$ cat src/mcg_pkg.sv
// Package with the shared types and constants of the midpoint circle generator.
package mcg_pkg;

  typedef enum logic {
    FUNC_START = 1'b0,
    FUNC_STEP  = 1'b1
  } func_e;

  localparam int unsigned CoordW = 11;
  localparam int unsigned PointW = 12;
  localparam int unsigned QDepth = 2;
  localparam int unsigned PtrW   = 1;
  localparam int unsigned CntW   = 2;
  localparam logic [2:0]  LastIdx = 3'd7;

  typedef struct packed {
    logic signed [CoordW-1:0] cx;
    logic signed [CoordW-1:0] cy;
    logic signed [PointW-1:0] ox;
    logic signed [PointW-1:0] oy;
    logic                     done;
  } step_t;

endpackage

$ cat src/mcg_front.sv
// Front part: takes start and step items, runs the octant walk, queues step records.
module mcg_front #(
  parameter int unsigned RADIUS_BITS = 10
) (
  input  logic                              clk_i,
  input  logic                              rst_ni,
  input  logic                              push,
  output logic                              full,
  input  logic                              func_i,
  input  logic signed [mcg_pkg::CoordW-1:0] center_x_i,
  input  logic signed [mcg_pkg::CoordW-1:0] center_y_i,
  input  logic [9:0]                        radius_i,
  input  logic                              q_full_i,
  output logic                              q_push_o,
  output mcg_pkg::step_t                    q_data_o
);

  localparam int unsigned PosW = RADIUS_BITS + 1;
  localparam int unsigned DecW = RADIUS_BITS + 4;

  logic signed [PosW-1:0]           octant_x_q, octant_x_d;
  logic signed [PosW-1:0]           octant_y_q, octant_y_d;
  logic signed [DecW-1:0]           decision_q, decision_d;
  logic signed [mcg_pkg::CoordW-1:0] centre_x_q, centre_x_d;
  logic signed [mcg_pkg::CoordW-1:0] centre_y_q, centre_y_d;
  logic                             active_q, active_d;

  logic                   accept;
  logic                   is_step;
  logic [RADIUS_BITS-1:0] rad;
  logic signed [DecW-1:0] x_ext;
  logic signed [DecW-1:0] y_ext;
  logic signed [PosW-1:0] x_next;
  logic signed [PosW-1:0] y_next;
  logic signed [DecW-1:0] dec_next;
  logic                   done;

  assign full    = q_full_i;
  assign accept  = push && !q_full_i;
  assign is_step = (func_i == mcg_pkg::FUNC_STEP);
  assign rad     = RADIUS_BITS'(radius_i);
  assign x_ext   = DecW'(octant_x_q);
  assign y_ext   = DecW'(octant_y_q);

  always_comb begin
    x_next = octant_x_q + PosW'(1);
    if (decision_q[DecW-1]) begin
      y_next   = octant_y_q;
      dec_next = decision_q + (x_ext <<< 2) + DecW'(6);
    end else begin
      y_next   = octant_y_q - PosW'(1);
      dec_next = decision_q + ((x_ext - y_ext) <<< 2) + DecW'(10);
    end
    done = x_next > y_next;
  end

  always_comb begin
    octant_x_d = octant_x_q;
    octant_y_d = octant_y_q;
    decision_d = decision_q;
    centre_x_d = centre_x_q;
    centre_y_d = centre_y_q;
    active_d   = active_q;
    q_push_o   = 1'b0;
    if (accept) begin
      if (!is_step) begin
        centre_x_d = center_x_i;
        centre_y_d = center_y_i;
        octant_x_d = '0;
        octant_y_d = PosW'(rad);
        decision_d = DecW'(3) - (DecW'(rad) << 1);
        active_d   = 1'b1;
      end else if (active_q) begin
        q_push_o   = 1'b1;
        octant_x_d = x_next;
        octant_y_d = y_next;
        decision_d = dec_next;
        if (done) begin
          active_d = 1'b0;
        end
      end
    end
  end

  always_comb begin
    q_data_o.cx   = centre_x_q;
    q_data_o.cy   = centre_y_q;
    q_data_o.ox   = mcg_pkg::PointW'(octant_x_q);
    q_data_o.oy   = mcg_pkg::PointW'(octant_y_q);
    q_data_o.done = done;
  end

  always_ff @(posedge clk_i or negedge rst_ni) begin
    if (!rst_ni) begin
      octant_x_q <= '0;
      octant_y_q <= '0;
      decision_q <= '0;
      centre_x_q <= '0;
      centre_y_q <= '0;
      active_q   <= 1'b0;
    end else begin
      octant_x_q <= octant_x_d;
      octant_y_q <= octant_y_d;
      decision_q <= decision_d;
      centre_x_q <= centre_x_d;
      centre_y_q <= centre_y_d;
      active_q   <= active_d;
    end
  end

endmodule

$ cat src/mcg_queue.sv
// Two-entry queue of step records between the front and back parts.
module mcg_queue (
  input  logic           clk_i,
  input  logic           rst_ni,
  input  logic           push_i,
  input  mcg_pkg::step_t data_i,
  output logic           full_o,
  output logic           valid_o,
  input  logic           pop_i,
  output mcg_pkg::step_t data_o
);

  mcg_pkg::step_t              mem_q [mcg_pkg::QDepth];
  logic [mcg_pkg::PtrW-1:0]    wr_ptr_q, wr_ptr_d;
  logic [mcg_pkg::PtrW-1:0]    rd_ptr_q, rd_ptr_d;
  logic [mcg_pkg::CntW-1:0]    count_q, count_d;
  logic                        do_push;
  logic                        do_pop;

  assign full_o  = (count_q == mcg_pkg::CntW'(mcg_pkg::QDepth));
  assign valid_o = (count_q != '0);
  assign do_push = push_i && !full_o;
  assign do_pop  = pop_i && valid_o;
  assign data_o  = mem_q[rd_ptr_q];

  always_comb begin
    wr_ptr_d = do_push ? wr_ptr_q + 1'b1 : wr_ptr_q;
    rd_ptr_d = do_pop ? rd_ptr_q + 1'b1 : rd_ptr_q;
    count_d  = count_q;
    if (do_push && !do_pop) begin
      count_d = count_q + 1'b1;
    end else if (do_pop && !do_push) begin
      count_d = count_q - 1'b1;
    end
  end

  always_ff @(posedge clk_i) begin
    if (do_push) begin
      mem_q[wr_ptr_q] <= data_i;
    end
  end

  always_ff @(posedge clk_i or negedge rst_ni) begin
    if (!rst_ni) begin
      wr_ptr_q <= '0;
      rd_ptr_q <= '0;
      count_q  <= '0;
    end else begin
      wr_ptr_q <= wr_ptr_d;
      rd_ptr_q <= rd_ptr_d;
      count_q  <= count_d;
    end
  end

endmodule

$ cat src/mcg_back.sv
// Back part: expands each step record into eight points held in an output register.
module mcg_back (
  input  logic                              clk_i,
  input  logic                              rst_ni,
  input  logic                              q_valid_i,
  input  mcg_pkg::step_t                    q_data_i,
  output logic                              q_pop_o,
  output logic                              empty,
  input  logic                              pop,
  output logic signed [mcg_pkg::PointW-1:0] point_x_o,
  output logic signed [mcg_pkg::PointW-1:0] point_y_o,
  output logic                              last_of_step_o,
  output logic                              circle_done_o
);

  logic [2:0]                        idx_q, idx_d;
  logic                              out_valid_q, out_valid_d;
  logic signed [mcg_pkg::PointW-1:0] px_q, py_q;
  logic                              last_q, done_q;
  logic signed [mcg_pkg::PointW-1:0] dx, dy, px_d, py_d;
  logic                              load;
  logic                              taken;

  assign empty = !out_valid_q;
  assign taken = pop && out_valid_q;
  assign load  = q_valid_i && (!out_valid_q || taken);
  assign q_pop_o = load && (idx_q == mcg_pkg::LastIdx);

  always_comb begin
    case (idx_q)
      3'd0: begin dx = q_data_i.ox;  dy = q_data_i.oy;  end
      3'd1: begin dx = q_data_i.oy;  dy = q_data_i.ox;  end
      3'd2: begin dx = q_data_i.ox;  dy = -q_data_i.oy; end
      3'd3: begin dx = q_data_i.oy;  dy = -q_data_i.ox; end
      3'd4: begin dx = -q_data_i.ox; dy = -q_data_i.oy; end
      3'd5: begin dx = -q_data_i.oy; dy = -q_data_i.ox; end
      3'd6: begin dx = -q_data_i.ox; dy = q_data_i.oy;  end
      default: begin dx = -q_data_i.oy; dy = q_data_i.ox; end
    endcase
    px_d = mcg_pkg::PointW'(q_data_i.cx) + dx;
    py_d = mcg_pkg::PointW'(q_data_i.cy) + dy;
  end

  always_comb begin
    idx_d       = load ? idx_q + 3'd1 : idx_q;
    out_valid_d = out_valid_q;
    if (load) begin
      out_valid_d = 1'b1;
    end else if (taken) begin
      out_valid_d = 1'b0;
    end
  end

  always_ff @(posedge clk_i) begin
    if (load) begin
      px_q   <= px_d;
      py_q   <= py_d;
      last_q <= (idx_q == mcg_pkg::LastIdx);
      done_q <= q_data_i.done;
    end
  end

  always_ff @(posedge clk_i or negedge rst_ni) begin
    if (!rst_ni) begin
      idx_q       <= '0;
      out_valid_q <= 1'b0;
    end else begin
      idx_q       <= idx_d;
      out_valid_q <= out_valid_d;
    end
  end

  assign point_x_o      = px_q;
  assign point_y_o      = py_q;
  assign last_of_step_o = last_q;
  assign circle_done_o  = done_q;

endmodule

$ cat src/midpoint_circle_generator.sv
// Top level of the midpoint circle generator.
// A start item (func 0) latches the centre and radius and gives no result.
// Each step item (func 1) on an active circle yields eight points, one per cycle while pop
// is held, so the sustained step rate is set by the single result port. A
// two-entry queue of step records sits between the walk and the point expander, and an
// output register holds the oldest point; items are taken while results wait, until full.
module midpoint_circle_generator #(
  parameter int unsigned RADIUS_BITS = 10
) (
  input  logic                              clk_i,
  input  logic                              rst_ni,
  input  logic                              push,
  output logic                              full,
  input  logic                              func_i,
  input  logic signed [10:0]                center_x_i,
  input  logic signed [10:0]                center_y_i,
  input  logic [9:0]                        radius_i,
  output logic                              empty,
  input  logic                              pop,
  output logic signed [11:0]                point_x_o,
  output logic signed [11:0]                point_y_o,
  output logic                              last_of_step_o,
  output logic                              circle_done_o
);

  logic           q_push;
  logic           q_full;
  logic           q_valid;
  logic           q_pop;
  mcg_pkg::step_t q_wdata;
  mcg_pkg::step_t q_rdata;

  mcg_front #(
    .RADIUS_BITS(RADIUS_BITS)
  ) u_front (
    .clk_i      (clk_i),
    .rst_ni     (rst_ni),
    .push       (push),
    .full       (full),
    .func_i     (func_i),
    .center_x_i (center_x_i),
    .center_y_i (center_y_i),
    .radius_i   (radius_i),
    .q_full_i   (q_full),
    .q_push_o   (q_push),
    .q_data_o   (q_wdata)
  );

  mcg_queue u_queue (
    .clk_i   (clk_i),
    .rst_ni  (rst_ni),
    .push_i  (q_push),
    .data_i  (q_wdata),
    .full_o  (q_full),
    .valid_o (q_valid),
    .pop_i   (q_pop),
    .data_o  (q_rdata)
  );

  mcg_back u_back (
    .clk_i          (clk_i),
    .rst_ni         (rst_ni),
    .q_valid_i      (q_valid),
    .q_data_i       (q_rdata),
    .q_pop_o        (q_pop),
    .empty          (empty),
    .pop            (pop),
    .point_x_o      (point_x_o),
    .point_y_o      (point_y_o),
    .last_of_step_o (last_of_step_o),
    .circle_done_o  (circle_done_o)
  );

endmodule

$ cat config.mk
export PLATFORM = sky130hd
export DESIGN_NAME = midpoint_circle_generator
export DESIGN_NICKNAME = d
export VERILOG_FILES = /design/src/mcg_pkg.sv /design/src/mcg_front.sv /design/src/mcg_queue.sv /design/src/mcg_back.sv /design/src/midpoint_circle_generator.sv
export SDC_FILE = /design/constraint.sdc
export NUM_CORES = 1
export LEC_CHECK = 0
export ABC_AREA = 1
export BUFFER_PORTS_ARGS = -buffer_cell sky130_fd_sc_hd__clkbuf_2
export CORE_MARGIN = 2
export CORE_UTILIZATION = 65
export CTS_CLUSTER_DIAMETER = 150
export DETAILED_ROUTE_END_ITERATION = 8
export GPL_TIMING_DRIVEN = 0
export PLACE_DENSITY = 0.84
export SLEW_MARGIN = 40
export SYNTH_ARGS = -nofsm -noshare
export SYNTH_HDL_FRONTEND = slang
export SYNTH_SLANG_ARGS = --single-unit
$ cat constraint.sdc
create_clock -name clk_i -period 5.7 [get_ports clk_i]
set_input_delay 0.855 -clock clk_i [delete_from_list [all_inputs] [get_ports clk_i]]
set_output_delay 0.855 -clock clk_i [all_outputs]
set_load 0.01 [all_outputs]
; ---- Yosys cells after proc, flatten, opt, wreduce, memory -nomap -nowiden
; Memories as Yosys holds them, arrays and structs flattened.
; Cells that the tools add are included.
[op_classes]
addsub = 17
n_mul = 0
div_mod_pow = 0
n_lt_le_gt_ge = 1
n_eq_ne = 9
shift = 0
mux = 22
n_bitwise = 1
n_reduce_logical = 25
[ops]
columns = op, n
row1 = $pmux W12 S3, 2
row2 = $mux W11, 5
row3 = $mux W14, 3
row4 = $add A11 B12 Y12, 2
row5 = $neg A12 Y12, 2
row6 = $add A14 B13 Y14, 1
row7 = $add A14 B14 Y14, 1
row8 = $add A14 B4 Y14 const B, 1
row9 = $add A14 B5 Y14 const B, 1
row10 = $eq A3 B3 Y1 const B, 4
row11 = $reduce_or A2 Y1, 6
row12 = $sub A11 B11 Y12, 1
row13 = $sub A2 B11 Y12 const A, 1
row14 = $add A11 B2 Y11 const B, 1
row15 = $gt A11 B11 Y1, 1
row16 = $sub A11 B2 Y11 const B, 1
row17 = $mux W1, 10
row18 = $logic_and A1 B1 Y1, 8
row19 = $eq A3 B2 Y1 const B, 2
row20 = $reduce_bool A2 Y1, 3
row21 = $logic_not A1 Y1, 4
row22 = $mux W2, 2
row23 = $reduce_and A2 Y1, 2
row24 = $add A3 B1 Y3 const B, 1
row25 = 9 further kinds, 10
[word_totals]
register_bits = 93
latch_bits = 0
ramBits = 94
mem_bits_ro = 0
inputBits = 37
output_inout_bits = 28
mem_count = 1
[mem_list]
columns = name, depth, word_bits, read_ports, rd_clocked_by_memory_dff, wr, line
row1 = u_queue.mem_q, 2, 47, 1, 0, 1, mcg_queue.sv:13  ; mcg_pkg::step_t mem_q [mcg_pkg::QDepth];

; ---- Depth between registers and ports, before layout
; Gate-level depths: netlist of the first run.
[depth]
depth_word = 9
depth_mapped = 26
mapped_depth_nobuf = 25

; ---- Cells and area by module
; From an unflattened synthesis of the first run, not the netlist that was laid out.
[unflattened]
cells_unflattened = 1369
area_unflattened_um2 = 11922.7
[by_module_without_submodules]
columns = module, n_inst, cells_each, area_per_inst_um2, seq_area_each_um2
row1 = mcg_front, 1, 670, 5172.5, 1451.4
row2 = mcg_queue, 1, 277, 3637.2, 2922.8
row3 = mcg_back, 1, 422, 3113.0, 880.8

; ---- Worst setup path after synthesis of the first run
; Ideal clock, no wire load.
[synth_path]
kind = input-to-reg
startpoint = input port func_i
endpoint = memory u_queue.mem_q[0][0] in the netlist's numbering (enable)
setup_ps = 448
arrival_ps = 3888
required_time_ps = 5252
path_slack_ps = 1364
cell_stages = 6
path_buffers = 2
path_cell_list = buf_2 -> inv_1 -> clkbuf_1 -> nor3_2 -> clkinv_1 -> nor2_1
[synth_between]
elab_chain_cells = 5
[synth_lines]
columns = element, line
row1 = from (decl), midpoint_circle_generator.sv:14  ; input logic func_i,
row2 = $mux W1, mcg_front.sv:66  ; if (!is_step) begin
row3 = $mux W1, mcg_front.sv:65  ; if (accept) begin
row4 = $logic_and A1 B1 Y1, mcg_queue.sv:22  ; assign do_push = push_i && !full_o;
row5 = net u_queue.do_push, mcg_queue.sv:17  ; logic do_push;
row6 = $mux W1, mcg_queue.sv:38  ; if (do_push) begin
row7 = $mux W1 (implied by the code), mcg_queue.sv:39  ; mem_q[wr_ptr_q] <= data_i;
row8 = to (decl), mcg_queue.sv:13
; The timed path passes the listed nets, and every way through them passes these cells.

; ---- Worst setup path after layout of the first run
[layout_path]
startpoint = register u_back.idx_q[0]
endpoint = register u_back.py_q, in the netlist u_back.point_y_o[9], data pin
[layout_between]
elab_chain_cells = 4
word_cells_on_any_way = 11
[layout_lines]
columns = element, line
row1 = from (decl), mcg_back.sv:16  ; logic [2:0] idx_q, idx_d;
row2 = from (signal assigned), mcg_back.sv:68  ; idx_q <= idx_d;
row3 = "$eq A3 B3 Y1, or another cell as far along", mcg_back.sv:30  ; case (idx_q)
row4 = $reduce_or A2 Y1 (no line), n/a
row5 = $pmux W12 S3 (*), mcg_back.sv:30
row6 = $add A11 B12 Y12 (*), mcg_back.sv:41  ; py_d = mcg_pkg::PointW'(q_data_i.cy) + dy;
row7 = net u_back.py_d (one bit), mcg_back.sv:20  ; logic signed [mcg_pkg::PointW-1:0] dx, dy, px_d, py_d;
row8 = to (signal assigned), mcg_back.sv:57  ; py_q <= py_d;
row9 = to (decl), mcg_back.sv:18  ; logic signed [mcg_pkg::PointW-1:0] px_q, py_q;
; Mark *: on every way through the listed nets, which the timed path passes. The rest lies on a longest branch.
; A chain may end at the register's enable or synchronous reset.

==> results by group, run 1 <==
Status
  – Status: complete, no violations

Logic synthesis
  – Cells after Synth: 1339
  – Cell area after synthesis: 11660 sq um
  – Ys Warns: 0
  – Sequential area share after synthesis: 44.02%
  – EDFF count, synth: 116
  – Post-synth net total: 1480
  – Synth area leaders: edfxtp_1 (30%), dfrtp_1 (14%), nand2_1 (11%)
  – Post-synthesis async set-or-reset flop share: 36.26%
  – Post-synth top area share: 29.86%
  – Seq cells post-synth: 182
  – Distinct cells, synth: 50
  – Avg Inst Size Synth: 8.712 sq um
  – Area leader, netlist: edfxtp_1
  – Ys flop type: edfxtp_1

Critical path
  – Reg-to-reg setup timing slack: 1.53 ns
  – Reg2reg start: u_back.idx_q[0]
  – Setup Crit Path Kind: reg -> reg
  – Max Fanout on Critical Path: 10
  – Worst Setup Start Kind: flip-flop
  – FF-to-FF End: u_back.point_y_o[9]
  – Worst Reg2Reg Path Length in Cells: 17
  – CP Data Required Time: 5.89 ns
  – Arrival @ worst endpoint: 4.36 ns
  – Crit end category: flip-flop

Clock network
  – CTS Sinks: 182
  – Clock root cell: clkbuf_16
  – Clk pin slew, worst setup/hold paths: 0.07 ns
  – Worst-Skew Late Latency: 0.44 ns
  – Longest Clk Path Bufs: 2
  – CTS tree: built
  – CTS resizes: 0
  – CTS Buf Count: 17
  – Setup bufs post-CTS: 0
  – H-tree Lvls: 4
  – Post-CTS Hold Fix Bufs: 0

STA
  – Setup violators final: 0
  – Worst slew margin: 44.84%
  – Setup TNS: 0 ns
  – Final Max Slew Viols: 0
  – Min cycle time layout: 4.168 ns
  – Hold slack: 0.2200 ns
  – Setup Skew: 0.01064 ns
  – Worst slew pin tran: 0.8229 ns
  – RSZ-0062 raised after global routing: no
  – Period utilization: 73.12%
  – Fmax: 0.2399 GHz
  – Hold violation count in the final report: 0

Detailed routing
  – Drt pass-1 iters: 6
  – Routed met3 length: 1764 um
  – DR WL met2: 15300 um
  – Drt total wl: 30780 um
  – DR top layer: met4
  – Residual DRC: 0
  – Wire per inst: 18.49 um
  – Vias: 9846
  – Metal-1 WL: 11610 um
  – Routed Antenna Nets: 0
  – Initial DRC Count: 783
  – DR vias/cell: 5.914

Place
  – DP HPWL: 23350 um
  – GP Congestion: 0.9822
  – Placed inst area: 12420 sq um
  – I/O Buffers: 63

Floorplanning
  – Core area: 17420 sq um
  – Site Rows: 48
  – I/O pins: 65
  – Height of the die: 138.0 um
  – Full die area: 19030 sq um
  – Starting Density: 66.98%
  – Width of the chip: 138.0 um

Min path
  – Worst Hold Class: in -> async

Final layout
  – Area Growth Syn to Fin: 11.52%
  – Most common cell after layout, fill and taps aside: nand2_1
  – Most frequent cells in the layout: nand2_1 (341), inv_1 (164), edfxtp_1 (116), ha_1 (99), o21ai_0 (88)
  – Final nets: 1568
  – Final instance area: 13010 sq um
  – Share of cells above drive strength 1: 11.88%
  – Diodes inserted: 0

GRT
  – Total gr overflow: 0
  – Global-route wire length before repair: 48480 um
  – Pin count of the biggest net entering global routing: 64
  – Global Route Usage Sum: 33.94%
  – Vias in the first global route: 9544
  – Initial antenna violation count: 0

Run
  – Max-cap viol count: 0
state kept, by name (all words and copies together), names as in the netlist:
| register | flops |
|---|---|
| u_back.out_valid_q | 1 |
| u_front.octant_x_q | 11 |
| u_front.centre_y_q | 11 |
| u_front.octant_y_q | 11 |
| u_queue.mem_q | 90 |
| u_back.circle_done_o | 1 |
| u_queue.rd_ptr_q | 1 |
| u_queue.count_q | 2 |
| u_front.active_q | 1 |
| u_back.idx_q | 3 |
| u_front.decision_q | 13 |
| u_back.point_x_o | 12 |
| u_back.last_of_step_o | 1 |
| u_back.point_y_o | 12 |
| u_queue.wr_ptr_q | 1 |
| u_front.centre_x_q | 11 |
synth_stat cells, drive strengths merged (4+ instances only):
cell / instances
a21o: 6
a21oi: 83
a22oi: 4
a31oi: 10
buf: 9
clkbuf: 20
dfrtp: 66
edfxtp: 116
fa: 5
ha: 99
inv: 166
mux2: 22
nand2: 348
nand3: 71
nand4: 12
nor2: 70
nor3: 10
o2111ai: 5
o211ai: 5
o21ai: 107
o22ai: 9
or2: 8
xnor2: 16
xor2: 49
area by class of cell:
type,count,area [sq um]
Multi-Input combinational cell,961,5784
Sequential cell,182,5135
Fill cell,1281,4408
Inverter,167,626.9
Clock buffer,24,524.3
Timing Repair Buffer,69,451.7
Tap cell,225,281.5
Buffer,29,145.1
Clock inverter,8,60.06
through the flow:
step | worst slack [ns] | cells | util [%]
global placement | -0.3924 | 1627 | 70.40
floorplan | 1.364 | 1339 | -
CTS | 1.595 | 1665 | 74.69
detailed placement | 1.609 | 1633 | 71.34
finish | 1.532 | 1665 | 74.69
global route | 1.253 | 1665 | 74.69
worst max path at each step:
stage / startpoint / end / slack (ns) / cells past startpoint
after floorplan: func_i / u_queue.mem_q[0][0] / 1.36 / 6
after global placement: func_i / u_queue.mem_q[0][43] / -0.39 / 6
after detailed placement: func_i / u_queue.mem_q[0][43] / 1.61 / 8
after CTS: u_front.octant_x_q[0] / u_front.decision_q[13] / 1.59 / 24
after global routing: u_back.idx_q[0] / u_back.point_y_o[11] / 1.25 / 20
final: u_back.idx_q[0] / u_back.point_y_o[9] / 1.53 / 17
critical path, stage by stage (launching register included):
cell and delay (ns):
dfrtp_1 0.41, inv_1 0.26, ha_1 0.22, inv_1 0.04, o21ai_1 0.48, nor2_1 0.19, nand2_1 0.16, clkbuf_1 0.41
o2111ai_1 0.19, nand2_1 0.14, inv_1 0.05, ha_1 0.34, a21oi_1 0.22, inv_1 0.06, a31oi_1 0.26, o21ai_0 0.20
a31oi_1 0.20, xnor2_1 0.08
logic make-up after synthesis:
| group | synth area share (%) |
|---|---|
| and+or+nand+nor | 18.78 |
| AOI/OAI and AO/OA | 12.10 |
| buffers and inverters | 6.618 |
| DFF | 44.02 |
| adders and majority gates | 11.48 |
| xor gates and xnor gates | 4.880 |
| muxes | 2.124 |
metal layers:
layer / GRT usage (%) / vias up
li1: - / 4704
met5: 0 / -
met2: 58.44 / 438
met1: 38.81 / 4574
met3: 5.482 / 130
met4: 23.07 / 0
Power of run 1 is left out: the tool's default activity adds up to more than one toggle a clock period on the data nets, which glitch-free logic cannot reach.
==> run 2: changes to the inputs <==
--- a/config.mk
+++ b/config.mk
@@ -8,11 +8,11 @@
 export ABC_AREA = 1
 export BUFFER_PORTS_ARGS = -buffer_cell sky130_fd_sc_hd__clkbuf_2
 export CORE_MARGIN = 2
-export CORE_UTILIZATION = 65
+export CORE_UTILIZATION = 56
 export CTS_CLUSTER_DIAMETER = 150
 export DETAILED_ROUTE_END_ITERATION = 8
 export GPL_TIMING_DRIVEN = 0
-export PLACE_DENSITY = 0.84
+export PLACE_DENSITY = 0.77
 export SLEW_MARGIN = 40
 export SYNTH_ARGS = -nofsm -noshare
 export SYNTH_HDL_FRONTEND = slang
==> constraint.sdc (replaced) <==
create_clock -name clk_i -period 3.7 [get_ports clk_i]
set_input_delay 0.555 -clock clk_i [delete_from_list [all_inputs] [get_ports clk_i]]
set_output_delay 0.555 -clock clk_i [all_outputs]
set_load 0.01 [all_outputs]
==> results by group, run 2 (synthesized netlist as in run 1, its figures left out) <==
Critical path
  – Arrival @ worst endpoint: 3.77 ns
  – CP top delay family: simple AND/OR/NAND/NOR gates
  – Largest stage delay, worst path: 0.46 ns
  – Max Fanout on Critical Path: 10
  – Worst Path Buf+Inv: 5
  – Worst path cell trace: buf_8, buf_6, nand2_2, nand2_4, inv_1, ha_2, nand2_2, nor2_4, nand2_4, nor2_4, a21oi_2, a21oi_2, nand2_1, nand3_1, nand2_1, inv_2, ha_4, a21o_1, a221oi_2, nand2_1, a31oi_2, inv_1, nand2_1, nand2_1
  – Slowest cell on crit path: dfrtp_2
  – Worst Reg2Reg Path Length in Cells: 24
  – Reg-to-reg setup timing slack: 0.13 ns
  – Most used cell along the critical path: nand2_1
  – CP Data Required Time: 3.90 ns
  – Reg2reg start: u_queue.rd_ptr_q
  – Crit end category: flip-flop
  – Worst Setup Start Kind: flip-flop
  – FF-to-FF End: u_back.point_y_o[11]
  – Setup Crit Path Kind: reg -> reg

Detailed routing
  – Initial DRC Count: 723
  – Wire per inst: 17.41 um
  – Vias: 9708
  – Residual DRC: 0
  – DR vias/cell: 5.628
  – Drt total wl: 30030 um
  – Routed Antenna Nets: 0
  – Drt pass-1 iters: 5

Min path
  – Hold wc startpoint: center_y_i[7]
  – Endpoint, Worst Hold: u_front.centre_y_q[7]
  – Hold Crit Depth: 2
  – Worst Hold Class: in -> reg

Final layout
  – Share of cells above drive strength 1: 16.77%
  – Top Registers: u_queue.mem_q x90, u_front.decision_q x13
  – Final Non-Filler Cells: 1725
  – Max reg flops: 90
  – Most common cell after layout, fill and taps aside: nand2_1
  – Area Growth Syn to Fin: 15.27%
  – Most frequent cells in the layout: nand2_1 (331), inv_1 (158), edfxtp_1 (116), ha_1 (90), o21ai_0 (81)
  – Final nets: 1583
  – Reg with most FFs: u_queue.mem_q
  – Diodes inserted: 0

Floorplanning
  – Full die area: 22000 sq um
  – I/O pins: 65
  – Site Rows: 52
  – Starting Density: 57.28%
  – Height of the die: 148.3 um
  – Width of the chip: 148.3 um
  – Core area: 20360 sq um

Place
  – DP HPWL: 22230 um
  – I/O Buffers: 63
  – Placed Cells: 1678
  – Setup WS pre-CTS: -0.4897 ns
  – GP Congestion: 1.011

GRT
  – Grt met1 use: 32.75%
  – Vias in the first global route: 9612
  – Initial antenna violation count: 0
  – Met3 usage: 4.202%
  – Global-route wire length before repair: 47290 um
  – Met2 usage: 50.09%
  – Pin count of the biggest net entering global routing: 64
  – Total gr overflow: 0
  – Global Route Usage Sum: 27.72%
  – Grt peak-use layer: met2

STA
  – Worst slew pin tran: 0.7961 ns
  – Setup Skew: 0.01108 ns
  – RSZ-0062 raised after global routing: yes
  – Worst slew margin: 46.64%
  – Setup violators final: 0
  – Period utilization: 96.59%
  – Final Max Slew Viols: 0
  – Fmax: 0.2798 GHz
  – Final setup margin: 0.1262 ns
  – Min cycle time layout: 3.574 ns
  – Setup TNS: 0 ns
  – Hold violation count in the final report: 0

Status
  – Status: complete, no violations

Clock network
  – CTS Sinks: 182
  – CTS tree: built
  – Worst-Skew Late Latency: 0.44 ns
  – Clk pin slew, worst setup/hold paths: 0.07 ns
  – H-tree Lvls: 4
  – CTS Buf Count: 17
  – Longest Clk Path Bufs: 2
  – Clock root cell: clkbuf_16

Run
  – Max-cap viol count: 0
==> run 2: cell count changes in the layout (fill, tap and decap cells not counted), sizes merged <==
cell	before	now
buf	15	30
inv	170	172
clkbuf	107	102
dlygate4sd3	0	1
bufinv	0	1
clkinvlp	2	3
==> run 2: final cells by class <==
cell class | count | area [sq um]
buffer | 28 | 153.9
timing repair buffer | 85 | 565.5
inverter | 167 | 629.4
clock buffer | 20 | 436.7
fill | 1620 | 6918
clock inverter | 12 | 118.9
tap | 270 | 337.8
multi-input combinational | 961 | 6063
sequential | 182 | 5141
==> run 2: how the worst max path moves through the flow <==
stage          cells after the start  slack [ns]                    to        startpoint
2_1_floorplan                      6       -0.34   u_queue.mem_q[0][0]            func_i
3_3_place_gp                       6       -2.14  u_queue.mem_q[1][44]            func_i
3_5_place_dp                      20       -0.49  u_back.point_y_o[11]   u_back.idx_q[0]
4_1_cts                           24       0.006  u_back.point_y_o[11]  u_queue.rd_ptr_q
5_1_grt                           24       -0.09  u_back.point_y_o[11]  u_queue.rd_ptr_q
6_report                          24        0.13  u_back.point_y_o[11]  u_queue.rd_ptr_q
==> run 2: worst reg2reg max path, cell delays in order (launching register included) <==
cell and delay, ns:
dfrtp_2 0.46, buf_8 0.16, buf_6 0.14, nand2_2 0.08
nand2_4 0.08, inv_1 0.08, ha_2 0.18, nand2_2 0.10
nor2_4 0.17, nand2_4 0.08, nor2_4 0.19, a21oi_2 0.08
a21oi_2 0.17, nand2_1 0.07, nand3_1 0.07, nand2_1 0.06
inv_2 0.08, ha_4 0.22, a21o_1 0.21, a221oi_2 0.23
nand2_1 0.09, a31oi_2 0.17, inv_1 0.06, nand2_1 0.06
nand2_1 0.04
==> run 2: timing repair <==
| action | in CTS | in global routing |
|---|---|---|
| pin swaps | 3 | 19 |
| hold buffers | 1 | 0 |
| setup buffers | 3 | 12 |
| resized for setup | 15 | 72 |
| endpoints found under the setup margin | 13 | 13 |
| endpoints found under the hold margin | 3 | 0 |
==> run 2: layer usage <==
metal | wire, um | up-vias
li1 | - | 4728
met1 | 12100 | 4616
met2 | 15570 | 290
met4 | 1072 | 0
met3 | 1283 | 74
met5 | 0 | -
==> run 2: through the flow <==
stage,util [%],cell area [sq um],hold slack [ns]
floorplan,-,11660,0.2594
global placement,60.49,12320,0.4411
detailed placement,61.23,12470,0.3772
CTS,64.32,13100,0.3346
global route,66.03,13450,0.3378
finish,66.03,13450,0.3494
Power of run 2 is left out for the same reason.
==> run 3: changes to the inputs <==
--- a/config.mk
+++ b/config.mk
@@ -16,4 +16,5 @@
 export SLEW_MARGIN = 40
 export SYNTH_ARGS = -nofsm -noshare
 export SYNTH_HDL_FRONTEND = slang
+export SYNTH_HIERARCHICAL = 1
 export SYNTH_SLANG_ARGS = --single-unit
==> results by group, run 3 <==
Detailed routing
  – Initial DRC Count: 976
  – Wire per inst: 17.12 um
  – Drt pass-1 iters: 6
  – Residual DRC: 0
  – Vias: 9775
  – Routed Antenna Nets: 0
  – DR vias/cell: 5.599
  – Drt total wl: 29900 um

GRT
  – Global-route wire length before repair: 46880 um
  – Total gr overflow: 0
  – Global Route Usage Sum: 27.25%
  – Vias in the first global route: 8911
  – Pin count of the biggest net entering global routing: 49
  – Initial antenna violation count: 0

Final layout
  – Reg with most FFs: u_queue/mem_q
  – Final nets: 1603
  – Fillers: 1726
  – Area Growth Syn to Fin: 12.38%
  – Top Registers: u_queue/mem_q x94, u_front/decision_q x13
  – Most frequent cells in the layout: nand2_1 (394), inv_1 (143), edfxtp_1 (120), ha_1 (100), a21oi_1 (77)
  – Post-layout util: 63.94%
  – Most common cell after layout, fill and taps aside: nand2_1
  – Diodes inserted: 0
  – Max reg flops: 94
  – Final instance area: 13400 sq um
  – Share of cells above drive strength 1: 14.55%

Logic synthesis
  – Synth top cells by count: nand2_1 (394), inv_1 (145), edfxtp_1 (120)
  – Post-synth top area share: 30.22%
  – EDFF count, synth: 120
  – Synth area leaders: edfxtp_1 (30%), dfrtp_1 (14%), nand2_1 (12%)
  – Cell area after synthesis: 11920 sq um
  – Ys Warns: 6
  – Most common cell in the netlist: nand2_1
  – Avg Inst Size Synth: 8.709 sq um
  – Area leader, netlist: edfxtp_1
  – Ys flop type: edfxtp_1
  – Post-synth net total: 1513
  – Distinct cells, synth: 56
  – Seq cells post-synth: 186
  – Sequential area share after synthesis: 44.08%
  – Post-synthesis async set-or-reset flop share: 35.48%
  – Cells after Synth: 1369

Critical path
  – Setup Crit Path Kind: reg -> reg
  – Most used cell along the critical path: nand2_1
  – Slowest cell on crit path: dfrtp_2
  – Worst Setup Start Kind: flip-flop
  – CP top delay family: adder cells
  – Largest stage delay, worst path: 0.43 ns
  – Crit end category: flip-flop
  – CP Data Required Time: 4.06 ns
  – Arrival @ worst endpoint: 3.86 ns
  – Worst Path Buf+Inv: 4
  – Max Fanout on Critical Path: 5

Clock network
  – Worst-Skew Late Latency: 0.44 ns
  – Longest Clk Path Bufs: 2
  – Clk pin slew, worst setup/hold paths: 0.08 ns
  – CTS tree: built
  – CTS Buf Count: 17
  – Clock root cell: clkbuf_16
  – CTS Sinks: 186
  – H-tree Lvls: 4

STA
  – Worst slew pin tran: 0.6012 ns
  – Final Max Slew Viols: 0
  – Min cycle time layout: 3.503 ns
  – Worst slew margin: 59.86%
  – RSZ-0062 raised after global routing: yes
  – Setup Skew: 0.01644 ns
  – Period utilization: 94.67%
  – Hold slack: 0.3461 ns
  – Hold violation count in the final report: 0
  – Fmax: 0.2855 GHz
  – Setup violators final: 0

Min path
  – Worst Hold Class: in -> reg

Place
  – GP Congestion: 0.9357
  – I/O Buffers: 64
  – Placed inst area: 12710 sq um
  – DP HPWL: 22770 um

Floorplanning
  – Height of the die: 149.9 um
  – Full die area: 22470 sq um
  – Site Rows: 53
  – Core area: 20960 sq um
  – Width of the chip: 149.9 um
  – I/O pins: 65
  – Starting Density: 56.90%

Status
  – Status: complete, no violations

Run
  – Max-cap viol count: 0
run 3: changes by cell type after synthesis, moves of 16 or more:
cell,before,now
nand2_1,341,394
o21ai_0,89,62
inv_1,164,145
clkbuf_1,20,3
nor2_1,61,78
buf_2,2,18
run 3: path summary, 6_finish.rpt:
check                                       from                      to  slack [ns]  depth (start not counted)
max in group asynchronous                 rst_ni   u_front/octant_y_q[4]        2.63                          3
min                                center_y_i[9]   u_front/centre_y_q[9]        0.35                          2
min in group asynchronous                 rst_ni   u_front/centre_x_q[1]        0.54                          2
min reg2reg                u_front/centre_y_q[1]    u_queue/mem_q[0][26]        0.47                          0
max reg2reg                u_front/octant_x_q[0]  u_front/decision_q[13]        0.20                         25
max                        u_front/octant_x_q[0]  u_front/decision_q[13]        0.20                         25
run 3: final cells by class:
type | count | area (sq um) | share of cell area [%]
plain buffers | 31 | 182.7 | 1.363
clock buffers | 17 | 425.4 | 3.175
clock inverters | 14 | 178.9 | 1.335
inverters | 160 | 609.3 | 4.548
multi-input cells | 992 | 5943 | 44.36
flip-flops and latches | 186 | 5259 | 39.25
well taps | 275 | 344.1 | 2.568
repair buffers | 71 | 456.7 | 3.408
run 3: worst register-to-register path: stages, from the launching register on:
cell,delay [ns]
dfrtp_2,0.43
inv_4,0.09
ha_1,0.14
inv_1,0.06
fa_2,0.35
nand3_1,0.09
nand2_1,0.10
a21oi_2,0.22
o21ai_2,0.09
nand2_1,0.07
nand2_1,0.06
a21oi_2,0.13
xnor2_1,0.13
ha_1,0.25
ha_1,0.33
inv_1,0.09
o21bai_1,0.07
nor2_1,0.11
nand2_1,0.07
nor2_2,0.13
inv_1,0.05
nand2_1,0.06
nand3_1,0.06
nand2_1,0.06
nand2_1,0.04
a21oi_1,0.13
run 3: per-layer routing:
metal / vias up / share of wire, % / track usage [%]
li1: 4787 / - / -
met4: 0 / 1.5 / 7.075
met5: - / 0 / 0
met1: 4597 / 46 / 39.93
met2: 353 / 45 / 41.60
met3: 38 / 7.4 / 5.396
run 3: cell families (layout without fill, tap and decap cells):
family | Yosys count | count (layout) | synth area share (%)
mux | 22 | 22 | 2.078
flops | 186 | 186 | 44.08
buf+inv | 191 | 293 | 6.548
compound gates | 218 | 218 | 10.66
fa+ha+maj | 107 | 107 | 11.54
simple gates | 581 | 581 | 20.39
xor+xnor | 64 | 64 | 4.701
run 3: through the flow:
step	worst slack [ns]	setup TNS, ns	std cells
6_report	0.1971	0	1746
5_1_grt	-0.07474	-0.2913	1746
4_1_cts	0.02173	0	1744
3_5_place_dp	0.04440	0	1712
3_3_place_gp	-1.309	-61.31	1708
2_1_floorplan	0.08087	0	1369
run 3: timing repair:
action,4_1_cts,5_1_grt
hold buffers,1,0
pin swaps,0,5
setup buffers,0,2
setup endpoints to repair,1,11
endpoints found under the hold margin,18,0
resized for setup,1,20
Power of run 3 is left out for the same reason.
